$ cat config.mk
export PLATFORM = sky130hd
export DESIGN_NAME = bencode_object_table_parser_top
export DESIGN_NICKNAME = d
export VERILOG_FILES = /design/src/hw/rtl/bop_pkg.sv /design/src/hw/rtl/bop_ctrl.sv /design/src/hw/rtl/bop_dp.sv /design/src/hw/rtl/bencode_object_table_parser_top.sv
export SDC_FILE = /design/constraint.sdc
export NUM_CORES = 2
export LEC_CHECK = 0
export BUFFER_PORTS_ARGS = -buffer_cell sky130_fd_sc_hd__buf_2
export CAP_MARGIN = 20
export CORE_ASPECT_RATIO = 0.75
export CORE_MARGIN = 3
export CORE_UTILIZATION = 67
export DETAILED_ROUTE_END_ITERATION = 8
export GPL_TIMING_DRIVEN = 0
export PLACE_DENSITY = 0.85
export SETUP_SLACK_MARGIN = 0.1
export SYNTH_ARGS = -nofsm -noshare
export SYNTH_HDL_FRONTEND = slang
export SYNTH_SLANG_ARGS = --single-unit
$ cat constraint.sdc
create_clock -name i_clk -period 16.7 [get_ports i_clk]
set_input_delay 1.67 -clock i_clk [delete_from_list [all_inputs] [get_ports i_clk]]
set_output_delay 1.67 -clock i_clk [all_outputs]
set_load 0.02 [all_outputs]
$ cat src/hw/rtl/bop_pkg.sv
// Shared constants, codes and control types of the bencode object table parser.
package bop_pkg;

    localparam int MAX_DEPTH   = 16;
    localparam int INDEX_WIDTH = 16;
    localparam int POS_WIDTH   = 32;
    localparam int SP_W        = $clog2(MAX_DEPTH + 1);
    localparam int MA_W        = (MAX_DEPTH > 1) ? $clog2(MAX_DEPTH) : 1;

    // Parse modes held between bytes.
    localparam logic [2:0] M_IDLE  = 3'd0;
    localparam logic [2:0] M_LEN   = 3'd1;
    localparam logic [2:0] M_STR   = 3'd2;
    localparam logic [2:0] M_INT   = 3'd3;
    localparam logic [2:0] M_TAIL  = 3'd4;
    localparam logic [2:0] M_DRAIN = 3'd5;

    // Record kinds.
    localparam logic [1:0] K_NEW  = 2'd0;
    localparam logic [1:0] K_SIB  = 2'd1;
    localparam logic [1:0] K_CNT  = 2'd2;
    localparam logic [1:0] K_DONE = 2'd3;

    // Object types.
    localparam logic [1:0] T_TEXT = 2'd0;
    localparam logic [1:0] T_NUM  = 2'd1;
    localparam logic [1:0] T_LIST = 2'd2;
    localparam logic [1:0] T_DICT = 2'd3;

    // Record sources.
    localparam logic [2:0] R_PSIB = 3'd0;
    localparam logic [2:0] R_NEWS = 3'd1;
    localparam logic [2:0] R_NEWC = 3'd2;
    localparam logic [2:0] R_CNT  = 3'd3;
    localparam logic [2:0] R_KSIB = 3'd4;
    localparam logic [2:0] R_DONE = 3'd5;

    // Scalar size sources.
    localparam logic [1:0] S_TEXT0 = 2'd0;
    localparam logic [1:0] S_TEXTA = 2'd1;
    localparam logic [1:0] S_NUM   = 2'd2;

    localparam logic [7:0] CH_E     = 8'h65;
    localparam logic [7:0] CH_I     = 8'h69;
    localparam logic [7:0] CH_L     = 8'h6C;
    localparam logic [7:0] CH_D     = 8'h64;
    localparam logic [7:0] CH_COLON = 8'h3A;
    localparam logic [7:0] CH_MINUS = 8'h2D;
    localparam logic [7:0] CH_ZERO  = 8'h30;
    localparam logic [7:0] CH_NINE  = 8'h39;

    typedef struct packed {
        logic                 load_in;
        logic                 clr_pend;
        logic                 emit;
        logic [2:0]           rsel;
        logic                 set_mode;
        logic [2:0]           mode_val;
        logic                 rem_inc;
        logic                 acc_digit;
        logic                 acc_first;
        logic                 set_start;
        logic                 load_left;
        logic                 dec_left;
        logic                 cnt_inc;
        logic                 cnt_clr;
        logic                 scal_set;
        logic [1:0]           scal_sel;
        logic                 obj_inc;
        logic                 push;
        logic                 pop;
        logic                 ed_obj;
        logic                 ed_top;
        logic                 set_want;
        logic                 child;
        logic                 set_pend;
        logic                 fail_zero;
        logic                 set_err;
        logic                 reload;
        logic                 pos_inc;
        logic                 reset_all;
        logic                 flush;
    } t_cmd;

    typedef struct packed {
        logic [2:0] mode;
        logic       is_digit;
        logic       is_colon;
        logic       is_e;
        logic       is_i;
        logic       is_ld;
        logic       is_minus;
        logic       last;
        logic       pend_valid;
        logic       acc_zero;
        logic       left_one;
        logic       cnt_zero;
        logic       sp_zero;
        logic       sp_full;
        logic       obj_full;
        logic       top_dict;
        logic       top_want;
        logic       slot_free;
    } t_stat;

    typedef struct packed {
        logic [INDEX_WIDTH-1:0] idx;
        logic [31:0]            count;
        logic                   is_dict;
        logic                   want;
    } t_frame;

    typedef struct packed {
        logic [1:0]  kind;
        logic [15:0] idx;
        logic [1:0]  otype;
        logic [31:0] offset;
        logic [31:0] size;
        logic [15:0] sib;
        logic [31:0] rem;
        logic        root;
        logic        err;
        logic        last;
    } t_rec;

endpackage

$ cat src/hw/rtl/bop_ctrl.sv
// Sequencing state machine: walks each byte through its parse steps.
module bop_ctrl (
    input  logic          i_clk,
    input  logic          i_rst_n,
    input  logic          i_valid,
    output logic          o_stall,
    input  bop_pkg::t_stat i_st,
    output bop_pkg::t_cmd  o_cmd
);
    import bop_pkg::*;

    localparam logic [3:0] C_IDLE   = 4'd0;
    localparam logic [3:0] C_PEND   = 4'd1;
    localparam logic [3:0] C_MAIN   = 4'd2;
    localparam logic [3:0] C_SCAL   = 4'd3;
    localparam logic [3:0] C_CLOSE  = 4'd4;
    localparam logic [3:0] C_RLDE   = 4'd5;
    localparam logic [3:0] C_EDONE  = 4'd6;
    localparam logic [3:0] C_FAIL   = 4'd7;
    localparam logic [3:0] C_UNW    = 4'd8;
    localparam logic [3:0] C_RLDU   = 4'd9;
    localparam logic [3:0] C_UCHILD = 4'd10;
    localparam logic [3:0] C_POS    = 4'd11;
    localparam logic [3:0] C_DONE   = 4'd12;
    localparam logic [3:0] C_FLUSH  = 4'd13;

    logic [3:0] r_state, n_state;
    logic       r_fin, n_fin;
    logic       r_cont, n_cont;
    logic       key_ctx, list_ctx;

    assign key_ctx  = !i_st.sp_zero && i_st.top_dict && !i_st.top_want;
    assign list_ctx = !i_st.sp_zero && !i_st.top_dict;
    assign o_stall  = (r_state != C_IDLE);

    // Next state and command decode.
    always_comb begin
        n_state = r_state;
        n_fin   = r_fin;
        n_cont  = r_cont;
        o_cmd   = '0;
        if (r_state == C_IDLE) begin
            if (i_valid) begin
                o_cmd.load_in = 1'b1;
                n_fin         = 1'b0;
                n_state       = C_PEND;
            end
        end else if (i_st.slot_free) begin
            case (r_state)
                C_PEND: begin
                    if (i_st.mode != M_DRAIN && i_st.pend_valid) begin
                        o_cmd.clr_pend = 1'b1;
                        if (!i_st.is_e) begin
                            o_cmd.emit = 1'b1;
                            o_cmd.rsel = R_PSIB;
                        end
                    end
                    n_state = C_MAIN;
                end
                C_MAIN: begin
                    n_state = C_POS;
                    case (i_st.mode)
                        M_TAIL:  o_cmd.rem_inc = 1'b1;
                        M_DRAIN: n_state = C_POS;
                        M_LEN: begin
                            if (i_st.is_digit) begin
                                o_cmd.acc_digit = 1'b1;
                            end else if (i_st.is_colon) begin
                                o_cmd.set_start = 1'b1;
                                if (i_st.acc_zero) begin
                                    o_cmd.scal_set = 1'b1;
                                    o_cmd.scal_sel = S_TEXT0;
                                    n_state        = C_SCAL;
                                end else begin
                                    o_cmd.load_left = 1'b1;
                                    o_cmd.set_mode  = 1'b1;
                                    o_cmd.mode_val  = M_STR;
                                end
                            end else begin
                                n_state = C_FAIL;
                            end
                        end
                        M_STR: begin
                            o_cmd.dec_left = 1'b1;
                            if (i_st.left_one) begin
                                o_cmd.scal_set = 1'b1;
                                o_cmd.scal_sel = S_TEXTA;
                                n_state        = C_SCAL;
                            end
                        end
                        M_INT: begin
                            if (i_st.is_digit || (i_st.is_minus && i_st.cnt_zero)) begin
                                o_cmd.cnt_inc = 1'b1;
                            end else if (i_st.is_e) begin
                                o_cmd.scal_set = 1'b1;
                                o_cmd.scal_sel = S_NUM;
                                n_state        = C_SCAL;
                            end else begin
                                n_state = C_FAIL;
                            end
                        end
                        default: begin
                            // Start of a new element.
                            if (i_st.is_digit) begin
                                o_cmd.acc_first = 1'b1;
                                o_cmd.set_mode  = 1'b1;
                                o_cmd.mode_val  = M_LEN;
                            end else if (i_st.is_e && (key_ctx || list_ctx)) begin
                                n_state = C_CLOSE;
                            end else if (key_ctx) begin
                                n_state = C_FAIL;
                            end else if (i_st.is_i) begin
                                o_cmd.cnt_clr   = 1'b1;
                                o_cmd.set_start = 1'b1;
                                o_cmd.set_mode  = 1'b1;
                                o_cmd.mode_val  = M_INT;
                            end else if (i_st.is_ld) begin
                                if (i_st.sp_full || i_st.obj_full) begin
                                    n_state = C_FAIL;
                                end else begin
                                    o_cmd.emit     = 1'b1;
                                    o_cmd.rsel     = R_NEWC;
                                    o_cmd.obj_inc  = 1'b1;
                                    o_cmd.push     = 1'b1;
                                    o_cmd.set_mode = 1'b1;
                                    o_cmd.mode_val = M_IDLE;
                                end
                            end else begin
                                n_state = C_FAIL;
                            end
                        end
                    endcase
                end
                C_SCAL: begin
                    if (i_st.obj_full) begin
                        n_state = C_FAIL;
                    end else begin
                        o_cmd.emit    = 1'b1;
                        o_cmd.rsel    = R_NEWS;
                        o_cmd.ed_obj  = 1'b1;
                        o_cmd.obj_inc = 1'b1;
                        n_cont        = 1'b0;
                        n_state       = C_EDONE;
                    end
                end
                C_CLOSE: begin
                    o_cmd.emit   = 1'b1;
                    o_cmd.rsel   = R_CNT;
                    o_cmd.ed_top = 1'b1;
                    o_cmd.pop    = 1'b1;
                    n_cont       = 1'b1;
                    n_state      = C_RLDE;
                end
                C_RLDE: begin
                    o_cmd.reload = 1'b1;
                    n_state      = C_EDONE;
                end
                C_EDONE: begin
                    o_cmd.set_mode = 1'b1;
                    o_cmd.mode_val = M_IDLE;
                    if (i_st.sp_zero) begin
                        o_cmd.mode_val = M_TAIL;
                        o_cmd.set_pend = r_cont;
                    end else if (i_st.top_dict && !i_st.top_want) begin
                        o_cmd.set_want = 1'b1;
                    end else begin
                        o_cmd.child    = 1'b1;
                        o_cmd.set_pend = 1'b1;
                        if (i_st.top_dict && i_st.top_want) begin
                            o_cmd.emit = 1'b1;
                            o_cmd.rsel = R_KSIB;
                        end
                    end
                    n_state = C_POS;
                end
                C_FAIL: begin
                    o_cmd.fail_zero = 1'b1;
                    o_cmd.set_err   = 1'b1;
                    n_state         = C_UNW;
                end
                C_UNW: begin
                    if (!i_st.sp_zero) begin
                        o_cmd.emit   = 1'b1;
                        o_cmd.rsel   = R_CNT;
                        o_cmd.ed_top = 1'b1;
                        o_cmd.pop    = 1'b1;
                        n_state      = C_RLDU;
                    end else begin
                        o_cmd.clr_pend = 1'b1;
                        o_cmd.set_mode = 1'b1;
                        o_cmd.mode_val = M_DRAIN;
                        n_state        = r_fin ? C_DONE : C_POS;
                    end
                end
                C_RLDU: begin
                    o_cmd.reload = 1'b1;
                    n_state      = C_UCHILD;
                end
                C_UCHILD: begin
                    if (!i_st.sp_zero) begin
                        o_cmd.child = 1'b1;
                        if (i_st.top_dict && i_st.top_want) begin
                            o_cmd.emit = 1'b1;
                            o_cmd.rsel = R_KSIB;
                        end
                    end
                    n_state = C_UNW;
                end
                C_POS: begin
                    o_cmd.pos_inc = 1'b1;
                    if (!i_st.last) begin
                        n_state = C_FLUSH;
                    end else if (i_st.mode != M_TAIL && i_st.mode != M_DRAIN) begin
                        n_fin   = 1'b1;
                        n_state = C_FAIL;
                    end else begin
                        n_state = C_DONE;
                    end
                end
                C_DONE: begin
                    o_cmd.emit      = 1'b1;
                    o_cmd.rsel      = R_DONE;
                    o_cmd.reset_all = 1'b1;
                    n_state         = C_FLUSH;
                end
                C_FLUSH: begin
                    o_cmd.flush = 1'b1;
                    n_state     = C_IDLE;
                end
                default: n_state = C_IDLE;
            endcase
        end
    end

    // State registers.
    always_ff @(posedge i_clk) begin
        if (!i_rst_n) begin
            r_state <= C_IDLE;
            r_fin   <= 1'b0;
            r_cont  <= 1'b0;
        end else begin
            r_state <= n_state;
            r_fin   <= n_fin;
            r_cont  <= n_cont;
        end
    end

`ifndef SYNTH
    a_fin_only_last: assert property (@(posedge i_clk) disable iff (!i_rst_n)
        (r_state == C_POS && !i_st.last && i_st.slot_free) |=> (r_state == C_FLUSH))
        else $error("byte without end mark did not go to flush");
    a_accept_leaves_idle: assert property (@(posedge i_clk) disable iff (!i_rst_n)
        (r_state == C_IDLE && i_valid) |=> (r_state == C_PEND))
        else $error("accepted item did not start processing");
    a_done_then_flush: assert property (@(posedge i_clk) disable iff (!i_rst_n)
        (r_state == C_DONE && i_st.slot_free) |=> (r_state == C_FLUSH))
        else $error("done record not followed by flush");
`endif

endmodule

$ cat src/hw/rtl/bop_dp.sv
// Datapath: parse registers, container stack memory and record staging.
module bop_dp (
    input  logic           i_clk,
    input  logic           i_rst_n,
    input  bop_pkg::t_cmd  i_cmd,
    output bop_pkg::t_stat o_st,
    input  logic [7:0]     i_in_byte,
    input  logic           i_last_byte,
    input  logic           i_stall,
    output logic           o_valid,
    output bop_pkg::t_rec  o_rec
);
    import bop_pkg::*;

    logic [7:0]             r_byte;
    logic                   r_last;
    logic [2:0]             r_mode;
    logic [POS_WIDTH-1:0]   r_pos;
    logic [31:0]            r_acc;
    logic [31:0]            r_left;
    logic [31:0]            r_cnt;
    logic [INDEX_WIDTH:0]   r_obj;
    logic [SP_W-1:0]        r_sp;
    logic                   r_pv;
    logic [INDEX_WIDTH-1:0] r_pidx;
    logic [31:0]            r_rem;
    logic                   r_err;
    logic [POS_WIDTH-1:0]   r_start;
    logic [1:0]             r_styp;
    logic [31:0]            r_ssize;
    logic [INDEX_WIDTH-1:0] r_ed;
    t_frame                 r_top;
    t_frame                 r_rd;
    t_frame                 mem [MAX_DEPTH];
    t_rec                   r_hold;
    logic                   r_hv;
    t_rec                   r_out;
    logic                   r_ov;

    logic [3:0]             digit;
    logic [35:0]            acc_next;
    logic [SP_W-1:0]        sp_m1, sp_m2;
    logic [INDEX_WIDTH-1:0] obj_idx;
    logic                   slot_free;
    t_rec                   rec;
    t_rec                   hold_last;

    assign digit     = 4'(r_byte - CH_ZERO);
    assign acc_next  = {r_acc, 3'b000} + {2'b00, r_acc, 1'b0} + 36'(digit);
    assign sp_m1     = r_sp - SP_W'(1);
    assign sp_m2     = r_sp - SP_W'(2);
    assign obj_idx   = r_obj[INDEX_WIDTH-1:0];
    assign slot_free = !r_ov || !i_stall;

    // Status towards the controller.
    always_comb begin
        o_st.mode       = r_mode;
        o_st.is_digit   = (r_byte >= CH_ZERO) && (r_byte <= CH_NINE);
        o_st.is_colon   = (r_byte == CH_COLON);
        o_st.is_e       = (r_byte == CH_E);
        o_st.is_i       = (r_byte == CH_I);
        o_st.is_ld      = (r_byte == CH_L) || (r_byte == CH_D);
        o_st.is_minus   = (r_byte == CH_MINUS);
        o_st.last       = r_last;
        o_st.pend_valid = r_pv;
        o_st.acc_zero   = (r_acc == '0);
        o_st.left_one   = (r_left == 32'd1);
        o_st.cnt_zero   = (r_cnt == '0);
        o_st.sp_zero    = (r_sp == '0);
        o_st.sp_full    = (r_sp == SP_W'(MAX_DEPTH));
        o_st.obj_full   = r_obj[INDEX_WIDTH];
        o_st.top_dict   = r_top.is_dict;
        o_st.top_want   = r_top.want;
        o_st.slot_free  = slot_free;
    end

    // Record assembly for the selected source.
    always_comb begin
        rec = '0;
        case (i_cmd.rsel)
            R_PSIB: begin
                rec.kind = K_SIB;
                rec.idx  = 16'(r_pidx);
                rec.sib  = 16'(obj_idx - r_pidx);
            end
            R_NEWS: begin
                rec.kind   = K_NEW;
                rec.idx    = 16'(obj_idx);
                rec.otype  = r_styp;
                rec.offset = 32'(r_start);
                rec.size   = r_ssize;
            end
            R_NEWC: begin
                rec.kind  = K_NEW;
                rec.idx   = 16'(obj_idx);
                rec.otype = (r_byte == CH_D) ? T_DICT : T_LIST;
            end
            R_CNT: begin
                rec.kind  = K_CNT;
                rec.idx   = 16'(r_top.idx);
                rec.otype = r_top.is_dict ? T_DICT : T_LIST;
                rec.size  = r_top.count;
            end
            R_KSIB: begin
                rec.kind = K_SIB;
                rec.idx  = 16'(r_ed - INDEX_WIDTH'(1));
                rec.sib  = 16'd1;
            end
            R_DONE: begin
                rec.kind = K_DONE;
                rec.rem  = (r_mode == M_TAIL && !r_err) ? r_rem : 32'd0;
                rec.root = (r_obj != '0);
                rec.err  = r_err;
            end
            default: rec = '0;
        endcase
    end

    // Staged record marked as the final one of its byte.
    always_comb begin
        hold_last      = r_hold;
        hold_last.last = 1'b1;
    end

    // Stack memory: written on push, read at the new top on pop.
    always_ff @(posedge i_clk) begin
        if (i_cmd.push && r_sp != '0) begin
            mem[sp_m1[MA_W-1:0]] <= r_top;
        end
        if (i_cmd.pop) begin
            r_rd <= mem[sp_m2[MA_W-1:0]];
        end
    end

    // Payload registers.
    always_ff @(posedge i_clk) begin
        if (i_cmd.load_in) begin
            r_byte <= i_in_byte;
            r_last <= i_last_byte;
        end
        if (i_cmd.acc_first) begin
            r_acc <= 32'(digit);
        end else if (i_cmd.acc_digit) begin
            r_acc <= (acc_next[35:32] != 4'd0) ? '1 : acc_next[31:0];
        end else if (i_cmd.reset_all) begin
            r_acc <= '0;
        end
        if (i_cmd.load_left) begin
            r_left <= r_acc;
        end else if (i_cmd.dec_left) begin
            r_left <= r_left - 32'd1;
        end else if (i_cmd.reset_all) begin
            r_left <= '0;
        end
        if (i_cmd.cnt_clr || i_cmd.reset_all) begin
            r_cnt <= '0;
        end else if (i_cmd.cnt_inc && r_cnt != '1) begin
            r_cnt <= r_cnt + 32'd1;
        end
        if (i_cmd.set_start) begin
            r_start <= r_pos + POS_WIDTH'(1);
        end
        if (i_cmd.scal_set) begin
            case (i_cmd.scal_sel)
                S_TEXTA: begin
                    r_styp  <= T_TEXT;
                    r_ssize <= r_acc;
                end
                S_NUM: begin
                    r_styp  <= T_NUM;
                    r_ssize <= r_cnt;
                end
                default: begin
                    r_styp  <= T_TEXT;
                    r_ssize <= '0;
                end
            endcase
        end
        if (i_cmd.ed_obj) begin
            r_ed <= obj_idx;
        end else if (i_cmd.ed_top) begin
            r_ed <= r_top.idx;
        end
        if (i_cmd.set_pend) begin
            r_pidx <= r_ed;
        end
        // Top of stack held in registers.
        if (i_cmd.push) begin
            r_top.idx     <= obj_idx;
            r_top.count   <= '0;
            r_top.is_dict <= (r_byte == CH_D);
            r_top.want    <= 1'b0;
        end else if (i_cmd.reload) begin
            if (r_sp != '0) begin
                r_top <= r_rd;
            end
        end else if (i_cmd.set_want) begin
            r_top.want <= 1'b1;
        end else if (i_cmd.child) begin
            if (r_top.count != '1) begin
                r_top.count <= r_top.count + 32'd1;
            end
            if (r_top.is_dict && r_top.want) begin
                r_top.want <= 1'b0;
            end
        end else if (i_cmd.fail_zero) begin
            if (r_sp != '0 && r_top.is_dict && r_top.want) begin
                r_top.count <= '0;
            end
        end
        if (i_cmd.emit) begin
            r_hold <= rec;
        end
        if (i_cmd.emit && r_hv) begin
            r_out <= r_hold;
        end else if (i_cmd.flush && r_hv) begin
            r_out <= hold_last;
        end
    end

    // Control registers.
    always_ff @(posedge i_clk) begin
        if (!i_rst_n) begin
            r_mode <= M_IDLE;
            r_pos  <= '0;
            r_obj  <= '0;
            r_sp   <= '0;
            r_pv   <= 1'b0;
            r_rem  <= '0;
            r_err  <= 1'b0;
            r_hv   <= 1'b0;
            r_ov   <= 1'b0;
        end else begin
            if (i_cmd.reset_all) begin
                r_mode <= M_IDLE;
                r_pos  <= '0;
                r_obj  <= '0;
                r_sp   <= '0;
                r_pv   <= 1'b0;
                r_rem  <= '0;
                r_err  <= 1'b0;
            end else begin
                if (i_cmd.set_mode) begin
                    r_mode <= i_cmd.mode_val;
                end
                if (i_cmd.pos_inc) begin
                    r_pos <= r_pos + POS_WIDTH'(1);
                end
                if (i_cmd.obj_inc) begin
                    r_obj <= r_obj + (INDEX_WIDTH + 1)'(1);
                end
                if (i_cmd.push) begin
                    r_sp <= r_sp + SP_W'(1);
                end else if (i_cmd.pop) begin
                    r_sp <= sp_m1;
                end
                if (i_cmd.set_pend) begin
                    r_pv <= 1'b1;
                end else if (i_cmd.clr_pend) begin
                    r_pv <= 1'b0;
                end
                if (i_cmd.rem_inc && r_rem != '1) begin
                    r_rem <= r_rem + 32'd1;
                end
                if (i_cmd.set_err) begin
                    r_err <= 1'b1;
                end
            end
            // Output stage: staged record moves out when a newer one arrives or at flush.
            if (r_ov && !i_stall) begin
                r_ov <= 1'b0;
            end
            if ((i_cmd.emit || i_cmd.flush) && r_hv) begin
                r_ov <= 1'b1;
            end
            if (i_cmd.emit) begin
                r_hv <= 1'b1;
            end else if (i_cmd.flush) begin
                r_hv <= 1'b0;
            end
        end
    end

    assign o_valid = r_ov;
    assign o_rec   = r_out;

`ifndef SYNTH
    a_sp_bound: assert property (@(posedge i_clk) disable iff (!i_rst_n)
        r_sp <= SP_W'(MAX_DEPTH))
        else $error("stack pointer beyond depth");
    a_push_room: assert property (@(posedge i_clk) disable iff (!i_rst_n)
        i_cmd.push |-> (r_sp != SP_W'(MAX_DEPTH)))
        else $error("push with a full stack");
    a_emit_slot: assert property (@(posedge i_clk) disable iff (!i_rst_n)
        (i_cmd.emit && r_hv) |-> slot_free)
        else $error("record moved out over a stalled record");
    a_pop_nonempty: assert property (@(posedge i_clk) disable iff (!i_rst_n)
        i_cmd.pop |-> (r_sp != '0))
        else $error("pop with an empty stack");
`endif

endmodule

$ cat src/hw/rtl/bencode_object_table_parser_top.sv
// Top level of the bencode object table parser.
//
// Input channel: i_valid, o_stall, i_in_byte, i_last_byte. One item is one byte
// of a bencoded buffer; i_last_byte marks the final byte.
// Output channel: o_valid, i_stall and the record fields. Each byte yields zero or
// more records; o_last_record marks the final record caused by that byte.
// Every buffer closes with a done record, after which the parser is back in its
// reset state for the next buffer.
// A byte that completes nothing passes the accept, sibling check, parse, position
// update and flush steps before the next acceptance. Completing a scalar adds the
// scalar record and completion steps, closing a container the close, stack memory
// read and completion steps. An error adds fail and unwind steps plus close, stack
// memory read and child steps per open container; the done record on the last byte
// adds its own step. One step per cycle while no stalled record blocks the output.
// Records pass through a staging register and an output register: a record moves
// out when the next record of its byte is made, the final one at the flush step.
// Reset (synchronous, active low) clears the parse state and empties the output.
// While i_stall holds a waiting record, the output holds and the parser pauses.
module bencode_object_table_parser_top (
    input  logic        i_clk,
    input  logic        i_rst_n,
    input  logic        i_valid,
    output logic        o_stall,
    input  logic [7:0]  i_in_byte,
    input  logic        i_last_byte,
    output logic        o_valid,
    input  logic        i_stall,
    output logic [1:0]  o_record_kind,
    output logic [15:0] o_object_index,
    output logic [1:0]  o_object_type,
    output logic [31:0] o_data_offset,
    output logic [31:0] o_data_size,
    output logic [15:0] o_sibling_offset,
    output logic [31:0] o_remaining_bytes,
    output logic        o_root_present,
    output logic        o_parse_error,
    output logic        o_last_record
);
    import bop_pkg::*;

    t_cmd cmd;
    t_stat st;
    t_rec rec;

    bop_ctrl u_ctrl (
        .i_clk   (i_clk),
        .i_rst_n (i_rst_n),
        .i_valid (i_valid),
        .o_stall (o_stall),
        .i_st    (st),
        .o_cmd   (cmd)
    );

    bop_dp u_dp (
        .i_clk       (i_clk),
        .i_rst_n     (i_rst_n),
        .i_cmd       (cmd),
        .o_st        (st),
        .i_in_byte   (i_in_byte),
        .i_last_byte (i_last_byte),
        .i_stall     (i_stall),
        .o_valid     (o_valid),
        .o_rec       (rec)
    );

    // Record fields onto their ports.
    assign o_record_kind     = rec.kind;
    assign o_object_index    = rec.idx;
    assign o_object_type     = rec.otype;
    assign o_data_offset     = rec.offset;
    assign o_data_size       = rec.size;
    assign o_sibling_offset  = rec.sib;
    assign o_remaining_bytes = rec.rem;
    assign o_root_present    = rec.root;
    assign o_parse_error     = rec.err;
    assign o_last_record     = rec.last;

endmodule

==> metrics <==
Final Hold Viols=0; die area=93,900 um^2; port bufs=148; Power Dens Cells=between 100 and 150 nW/um^2; largest family of logic cells by synthesized area=multiplexers; fin util=0.770; Worst-Margin Slew=1.24 ns; FF/Latch Area=~42,000 um^2; vias=~38,000; Worst Hold Slack=0.417 ns; total routed wirelength=around 160,000 um; Setup Skew=roughly 0.026 ns; Fill cells=4,697; antenna violations before repair=6; number of I/O pins=150; final setup margin=8.92 ns; mean post-synth cell area=15.9 um^2; Max VDD drop=0.106 mV; synth warn=0; HPWL after DPL=102,000 um; crit path max fanout=70; fin nets=4,269; Hold Crit Class=reg -> reg; Seq/Total Area, Yosys=0.699; Cell Rows=94; share of layout cells above drive strength 1=0.173; Die Width=approximately 350 um; crit path DAT=a little over 8 ns; worst skew pair latency=0.75 ns; FMAX=129 MHz; TNS Setup=0 ns; largest net degree at the start of global routing=71; vias in the first global route=36,600; Crit path required time=about 17 ns; Yosys reg bits=about 1,500; DR vias/cell=6.90; most common cell after layout, fill and taps aside=edfxtp_1; # DRC=0; post-synthesis cell area=60,400 um^2; minimum clock period=7.78 ns; post-route ant nets=0; Post-Synth XOR/XNOR Area=0.0335; Synth Flop Type=edfxtp_1; RSZ-0062 raised after global routing=no; area occupied by multi-input gates=17,500 um^2; CTS buffer count=approximately 130; first-pass GRT wire length=237,000 um; Placer Congestion=0.919; Slew headroom=0.174; Tot GR Track Use=0.344; total power=between 6 and 7 mW; dpl ws=9.36 ns; Compound-Gate Fraction of Synth Area=0.0529; clock sinks=1,470; Worst-path clk slew=0.06 ns; status=finished clean; Post-synth EDFFs=roughly 1,300; Net Count, Synth=3,925; Synth-to-Final Area Change=12.8%; DR WL/cell=29.6 um; Setup violations, final=0; hold buffer count at CTS=0; initial core utilization=0.682; Adder-Cell Fraction of Synth Area=0.0215; DR iter-0 viols=between 6,000 and 7,000; Die Span Y=266 um; WS Path Type=reg -> reg; Synth Area in Simple Gates=0.0808; dpl cells=5,203; core area=88,600 um^2; final instance area=68,200 um^2; number of library cell types mapped by synthesis=85; cell at the root of the clock tree=clkbuf_16; Max Cap Viol=0; Post-Syn Instances=between 3,000 and 4,000; fraction of registers with async set/reset=0; # H-tree levels=4; Worst Setup Start Kind=flop; post-cts resize count=0; total grt overflow=0; non-filler cells, final=5,459; Pre-antenna DRT Iters=7; clock tree buffer depth=3; Tcrit/Tclk final=0.466; Pins Over Slew Limit=0; Crit. End Element=flop; CTS tree=done; commonest cells after routing, fill and taps aside=1,278 x edfxtp_1, 293 x nor2_1, 288 x nand2_1; DP Area=between 60,000 and 70,000 um^2; Post-CTS Setup Bufs=0; LEAKAGE=23.0 nW; mux share of post-synthesis cell area=0.0975
Yosys cell counts (85+ instances only):
cell	count	area share
o21ai_0	112	0.0093
a21oi_1	85	0.0070
ha_1	99	0.020
nand3_1	90	0.0075
nand2_1	288	0.018
edfxtp_1	1278	0.64
dfxtp_1	192	0.064
clkbuf_1	127	0.0079
xnor2_1	115	0.017
xor2_1	116	0.017
mux4_2	250	0.093
nor2_1	311	0.019
registers in the layout, summed over array words and instances, names as in the netlist, 4 cells and up:
| name | flops |
|---|---|
| u_ctrl.r_state | 4 |
| u_dp.hold_last | 134 |
| u_dp.mem | 800 |
| u_dp.o_rec | 135 |
| u_dp.r_acc | 32 |
| u_dp.r_byte | 8 |
| u_dp.r_cnt | 32 |
| u_dp.r_ed | 16 |
| u_dp.r_left | 32 |
| u_dp.r_obj | 17 |
| u_dp.r_pidx | 16 |
| u_dp.r_pos | 32 |
| u_dp.r_rd | 50 |
| u_dp.r_rem | 32 |
| u_dp.r_sp | 5 |
| u_dp.r_ssize | 32 |
| u_dp.r_start | 32 |
| u_dp.r_top | 48 |
worst max-delay path, stage by stage (launching register included):
cell,delay [ns]
dfxtp_1,0.51
clkbuf_1,0.63
clkbuf_1,0.61
buf_1,0.74
inv_1,0.26
ha_1,0.34
or3b_2,0.21
a21oi_1,0.09
nor4_1,0.72
or2_1,0.32
and2_1,0.31
buf_2,0.33
a21o_4,0.45
buf_12,0.32
buf_16,0.34
o21a_4,0.53
buf_12,0.29
buf_16,0.34
final timing paths:
check | startpoint | end | slack (ns) | cells after the start
worst max-delay path | u_dp.r_sp[0] | u_dp.o_rec[114] | 8.92 | 17
worst min-delay path | u_dp.hold_last[99] | u_dp.o_rec[99] | 0.42 | 0
worst min register to register | u_dp.hold_last[99] | u_dp.o_rec[99] | 0.42 | 0
worst max register to register | u_dp.r_sp[0] | u_dp.o_rec[114] | 8.92 | 17
final cells by class:
cell class	instances	share of cell area
well taps	1200	0.0220
multi-input cells	2104	0.256
inverters	66	0.00363
repair buffers	210	0.0278
plain buffers	170	0.00982
clock buffers	179	0.0543
flip-flops and latches	1470	0.619
clock inverters	57	0.00685
diodes	3	0.000110
cells by family after synthesis:
family,count (synthesis)
flip-flops,1470
AND/OR/NAND/NOR,1024
AO/OA/AOI/OAI,473
multiplexers,274
buffers and inverters,236
XOR/XNOR,231
adder cells (fa/ha/maj),102
power by group:
group          switching, mW  total [mW]  leakage, nW  internal, mW
clock network           1.34        2.98         2.05          1.64
logic                 0.0186      0.0277         7.68       0.00911
registers            0.00289        3.94         13.2          3.93
routing by layer:
layer,part of all wire,GRT usage,vias to the layer above
met5,0,0,-
met4,0.042,0.133,0
met3,0.13,0.0733,520
met2,0.46,0.531,3019
met1,0.37,0.492,18700
li1,-,-,15400
Note: power is estimated with default switching activity, not from simulation.
